<file path="src/hw/rtl/tcw_pkg.sv">
// Shared constants and types of the text console writer.
// No dependencies; imported by every module of the block.
package tcw_pkg;

    localparam int SCREEN_COLUMNS_DEF = 80;
    localparam int SCREEN_ROWS_DEF    = 25;
    localparam int HISTORY_LINES_DEF  = 100;

    localparam logic [7:0] KEY_NEWLINE     = 8'd10;
    localparam logic [7:0] KEY_BACKSPACE   = 8'd8;
    localparam logic [7:0] BLANK_CHAR      = 8'h20;
    localparam logic [7:0] RESET_ATTRIBUTE = 8'h0F;

    localparam logic [1:0] FUNC_PUT          = 2'd0;
    localparam logic [1:0] FUNC_READ_SCREEN  = 2'd1;
    localparam logic [1:0] FUNC_READ_HISTORY = 2'd2;

    typedef enum logic [2:0] {
        ST_CLEAR,
        ST_IDLE,
        ST_MUL,
        ST_ACCESS,
        ST_SCROLL,
        ST_RESP
    } tcw_state_t;

    typedef struct packed {
        logic write_cell;
        logic blank;
        logic scroll;
    } cursor_flags_t;

endpackage

</file>
<file path="src/hw/rtl/tcw_cursor.sv">
// Cursor update for one character byte: newline, backspace, print, wrap.
// Depends on tcw_pkg for key codes and the flag struct.
module tcw_cursor #(
    parameter int SCREEN_COLUMNS = tcw_pkg::SCREEN_COLUMNS_DEF,
    parameter int SCREEN_ROWS    = tcw_pkg::SCREEN_ROWS_DEF
) (
    input  logic [7:0]                        ch_i,
    input  logic [$clog2(SCREEN_ROWS)-1:0]    row_i,
    input  logic [$clog2(SCREEN_COLUMNS)-1:0] col_i,
    output logic [$clog2(SCREEN_ROWS)-1:0]    row_o,
    output logic [$clog2(SCREEN_COLUMNS)-1:0] col_o,
    output logic [$clog2(SCREEN_ROWS)-1:0]    wr_row_o,
    output logic [$clog2(SCREEN_COLUMNS)-1:0] wr_col_o,
    output tcw_pkg::cursor_flags_t            flags_o
);
    import tcw_pkg::*;

    localparam int ROW_W = $clog2(SCREEN_ROWS);
    localparam int COL_W = $clog2(SCREEN_COLUMNS);

    logic [ROW_W:0] r;
    logic [COL_W:0] c;

    always_comb begin
        r        = {1'b0, row_i};
        c        = {1'b0, col_i};
        flags_o  = '0;
        wr_row_o = row_i;
        wr_col_o = col_i;
        case (ch_i)
            KEY_NEWLINE: begin
                c = '0;
                r = r + 1'b1;
            end
            KEY_BACKSPACE: begin
                if (col_i != '0) begin
                    c = c - 1'b1;
                end else if (row_i != '0) begin
                    r = r - 1'b1;
                    c = (COL_W+1)'(SCREEN_COLUMNS - 1);
                end
                flags_o.write_cell = 1'b1;
                flags_o.blank      = 1'b1;
                wr_row_o           = ROW_W'(r);
                wr_col_o           = COL_W'(c);
            end
            default: begin
                flags_o.write_cell = 1'b1;
                c                  = c + 1'b1;
            end
        endcase
        if (c >= (COL_W+1)'(SCREEN_COLUMNS)) begin
            c = '0;
            r = r + 1'b1;
        end
        if (r >= (ROW_W+1)'(SCREEN_ROWS)) begin
            flags_o.scroll = 1'b1;
            r              = (ROW_W+1)'(SCREEN_ROWS - 1);
        end
        row_o = ROW_W'(r);
        col_o = COL_W'(c);
    end

endmodule

</file>
<file path="config.mk">
export PLATFORM = sky130hd
export DESIGN_NAME = tcw_cursor
export DESIGN_NICKNAME = d
export VERILOG_FILES = /design/src/hw/rtl/tcw_pkg.sv /design/src/hw/rtl/tcw_cursor.sv
export SDC_FILE = /design/constraint.sdc
export NUM_CORES = 1
export LEC_CHECK = 0
export BUFFER_PORTS_ARGS = -buffer_cell sky130_fd_sc_hd__buf_2
export CAP_MARGIN = 20
export CELL_PAD_IN_SITES_DETAIL_PLACEMENT = 0
export CELL_PAD_IN_SITES_GLOBAL_PLACEMENT = 1
export CORE_MARGIN = 5
export CORE_UTILIZATION = 36
export DETAILED_ROUTE_END_ITERATION = 8
export PLACE_DENSITY = 0.82
export SYNTH_ARGS = -nofsm -noshare
export SYNTH_HDL_FRONTEND = slang
export SYNTH_SLANG_ARGS = --single-unit
export TNS_END_PERCENT = 20
</file>
<file path="constraint.sdc">
create_clock -name vclk -period 3.6
set_input_delay 0.18 -clock vclk [all_inputs]
set_output_delay 0.18 -clock vclk [all_outputs]
set_load 0.1 [all_outputs]
</file>
### After elaboration in Yosys (flattened, before gate mapping)

Cells that the tools add are included.

* word-level logic and storage cells: 25
* output and inout port bits: 27
* register bits after elaboration: 0

* reduce and logical (&&, ||, !) cells: 2
* mux-type cells: 14
* $lt $le $gt $ge: 2
* add/subtract/negate cells: 5
* eq/ne operators: 2

Operator list (count)
* 2-to-1 mux 7 bit: 3
* 2-to-1 mux 6 bit: 3
* == test 8 x 4 -> 1 bit (second input constant): 2
* case mux 8 bit (2 select lines): 1
* case mux 6 bit (2 select lines): 1
* 2-to-1 mux 5 bit: 2
* adder 7 x 1 -> 8 bit (second input constant): 1
* greater-or-equal comparator 8 x 7 -> 1 bit (second input constant): 1
* 2-to-1 mux 8 bit: 1
* subtractor 7 x 1 -> 8 bit (second input constant): 1
* nonzero test 7 bit: 1
* adder 5 x 1 -> 6 bit (second input constant): 1
* adder 6 x 1 -> 6 bit (second input constant): 1
* greater-or-equal comparator 6 x 5 -> 1 bit (second input constant): 1
* subtractor 5 x 1 -> 6 bit (second input constant): 1
* nonzero test 5 bit: 1
* 2-to-1 mux 1 bit: 3

### Logic depth before layout (Yosys ltp)

* depth after elaboration: 8
* gate-level depth with buffers: 15
* depth with buffers taken out: 13

### Worst setup path before layout

OpenSTA, ideal clock, no wires.

* path type: in2out
* from: in row_i[0]
* to: out row_o[0]
* required time: 3420 ps
* path buffers: 1
* arrival: 4613 ps
* slack: -1193 ps
* cell stages on the path: 14
* path through: inv_1 ha_1 or4b_1 and3_1 buf_2 o21a_1 xnor2_1 ha_1 inv_1 o211ai_1 a211oi_1 a21oi_1 a221oi_2 nor3_1

* cells in the longest elaborated chain, start to end: 8

RTL lines
* start: declaration: RTL line tcw_cursor.sv:8 `input logic [$clog2(SCREEN_ROWS)-1:0] row_i,`
* subtractor 5 x 1 -> 6 bit / nonzero test 5 bit (equally long branches): RTL line tcw_cursor.sv:39, tcw_cursor.sv:38
* 2-to-1 mux 6 bit / 2-to-1 mux 7 bit (equally long branches): RTL line tcw_cursor.sv:38 `end else if (row_i != '0) begin`
* 2-to-1 mux 6 bit / 2-to-1 mux 8 bit (equally long branches): RTL line tcw_cursor.sv:36 `if (col_i != '0) begin`
* case mux 6 bit (2 select lines) / case mux 8 bit (2 select lines) (equally long branches): RTL line tcw_cursor.sv:30 `case (ch_i)`
* adder 6 x 1 -> 6 bit / greater-or-equal comparator 8 x 7 -> 1 bit (equally long branches): RTL line tcw_cursor.sv:54, tcw_cursor.sv:52
* 2-to-1 mux 6 bit (*): RTL line tcw_cursor.sv:52 `if (c >= (COL_W+1)'(SCREEN_COLUMNS)) begin`
* greater-or-equal comparator 6 x 5 -> 1 bit: RTL line tcw_cursor.sv:56 `if (r >= (ROW_W+1)'(SCREEN_ROWS)) begin`
* 2-to-1 mux 5 bit (*): RTL line tcw_cursor.sv:56
* end: declaration: RTL line tcw_cursor.sv:10 `output logic [$clog2(SCREEN_ROWS)-1:0] row_o,`

Mark *: on every way between the ends. The rest lies on a longest branch, timed or not.

### Worst setup path after layout

* from: in ch_i[5]
* to: out row_o[0]

* cells in the longest elaborated chain, start to end: 6

RTL lines
* start: declaration: RTL line tcw_cursor.sv:7 `input logic [7:0] ch_i,`
* == test 8 x 4 -> 1 bit: RTL line tcw_cursor.sv:30
* case mux 8 bit (2 select lines) / case mux 6 bit (2 select lines) (equally long branches): RTL line tcw_cursor.sv:30
* greater-or-equal comparator 8 x 7 -> 1 bit / adder 6 x 1 -> 6 bit (equally long branches): RTL line tcw_cursor.sv:52, tcw_cursor.sv:54
* 2-to-1 mux 6 bit (*): RTL line tcw_cursor.sv:52
* greater-or-equal comparator 6 x 5 -> 1 bit: RTL line tcw_cursor.sv:56
* 2-to-1 mux 5 bit (*): RTL line tcw_cursor.sv:56

Marks and branches as above.

==> impl_metrics.tcl <==
set metrics [dict create \
    status "finished clean" \
    met1_length_um 1800 \
    clkbuf_count 0 \
    die_area_um2 4780 \
    worstSetupPathType "in2out" \
    first_global_vias 1452 \
    critPathSlowestCell "or4_1" \
    max_freq_ghz 0.294 \
    fin_util_pct 51.9 \
    required_ns 3.42 \
    dieWidth_um 69.1 \
    syn_area_um2 1260 \
    layout_common_cells "40 x buf_2, 19 x buf_4, 17 x nand2_1" \
    highest_layer "met4" \
    drive_gt1_share_pct 38.3 \
    crit_family "simple AND/OR/NAND/NOR gates" \
    end_kind "output pin" \
    drtPass1Iterations 4 \
    synth.avg_cell_area_um2 6.92 \
    ys_types 64 \
    yosysWarnings 0 \
    cap_violations 0 \
    grt.total_usage_pct 15.6 \
    die_y_um 69.1 \
    num_io_pins 47 \
    syn_nets 208 \
    slew_viol_final 0 \
    wl_per_cell_um 14.1 \
    dp_cells 276 \
    rows 21 \
    start_util_pct 37.4 \
    wl_um 3890 \
    antenna_found_initial 0 \
    grt_pass1_wl_um 6700 \
    rsz0062_at_grt "false" \
    finalHoldViolations 0 \
    finalSetupViolCount 0 \
    fin_crit_sh_pct 94.4 \
    grt_max_degree 13 \
    yosysSeqAreaShare_pct 0 \
    port_buffers 47 \
    drt_iter0_drc 170 \
    register_area_um2 0 \
    crit_buf_inv 4 \
    grt_overflow 0 \
    gp_congestion 0.856 \
    worstPathArrival_ns 3.22 \
    ant_nets 0 \
    path_cells "buf_2, or4_1, or3_1, clkinv_8, nand3_2, a32oi_2, and4_1, o221ai_2, a221oi_2, buf_4, nor3_2, buf_12" \
    viasPerCell 5.56 \
    core_um2 3360 \
    final_cells 276 \
    seq_cells 0 \
    post-route-min-period_ns 3.40 \
    critPathMaxFanout 12 \
    max_slew_margin_pct 64.5 \
    tightest_slew_ns 0.528 \
    place_hpwl_um 3200 \
    vias 1535 \
    cpPeakStageDelay_ns 0.61 \
    wl_met2_um 1880 \
    ir_drop_mv 0.157 \
    hp-class "in2out" \
    synth_cells 182 \
    post_cts_resized 0 \
    drc 0 \
    cp-start-kind "input port" \
    n_antenna_cell 0 \
    layout_commonest_cell "buf_2" \
    routed-wl-met3_um 179 \
    postCtsSetupRepairBufs 0 \
    synthToLayoutAreaGrowth_pct 38.8 \
    leakage_uw 0.000771 \
    nNetsFinal 258 \
    ctsHoldBuffers 0 \
    power.density_nw_per_um2 214 \
]
-- synthesized netlist by cell type (3+ instances only) --
library cell / number / area (µm²)
o21a_1: 3 / 22.5
buf_2: 4 / 20.0
o21ai_0: 9 / 45.0
or3_1: 3 / 18.8
a211oi_1: 4 / 30.0
a21oi_1: 6 / 30.0
nor2_1: 16 / 60.1
nor3_1: 10 / 50.1
xor2_1: 4 / 35.0
ha_1: 6 / 75.1
clkbuf_1: 12 / 45.0
nand3_1: 10 / 50.1
inv_1: 7 / 26.3
mux2i_1: 3 / 30.0
xnor2_1: 7 / 61.3
nand2_1: 17 / 63.8
-- report_power, final --
part	switching [µW]	total (µW)	leakage (µW)	internal, µW
clock network	0	0	0	0
registers	0	0	0	0
logic	267	374	0.000771	108
total	267	374	0.000771	108
-- final timing paths --
path	from	cells past startpoint	endpoint	slack (ns)
setup / recovery	ch_i[5]	12	row_o[0]	0.20
hold / removal	ch_i[1]	3	flags_o[2]	0.89
-- cells by family (layout without fill, tap and decap cells) --
logic type                 after synthesis  in the layout  share of synthesized area (%)
AOI/OAI and AO/OA                       52             52                           36.0
muxes                                    4              4                           3.28
xor gates and xnor gates                11             11                           7.65
adders and majority gates                6              6                           5.96
buffers and inverters                   26             74                           10.3
and+or+nand+nor                         83             83                           36.8
-- per-layer routing --
metal | track usage (%) | up-vias
met4 | 1.52 | 0
met1 | 20.7 | 710
met2 | 28.0 | 44
li1 | - | 777
met3 | 1.74 | 4
met5 | 0 | -
-- stage by stage --
step           area (µm²)  TNS (ns)  setup WS, ns  hold slack (ns)  power, µW
6_report             1750         0         0.202            0.887        374
5_1_grt              1750         0        0.0193            0.912        392
4_1_cts              1740         0         0.168            0.888        375
3_5_place_dp         1740         0         0.180            0.885        374
3_3_place_gp         1740         0         0.173            0.889        373
2_1_floorplan        1290     -2.47        -0.467            0.844        276
-- layout make-up --
cell class                      instances  area [µm²]
Fill cell                             354        1620
Multi-Input combinational cell        156        1160
Timing Repair Buffer                   66         483
Tap cell                               46        57.6
Inverter                                8        42.5
Power figures use the tool's default switching activity.
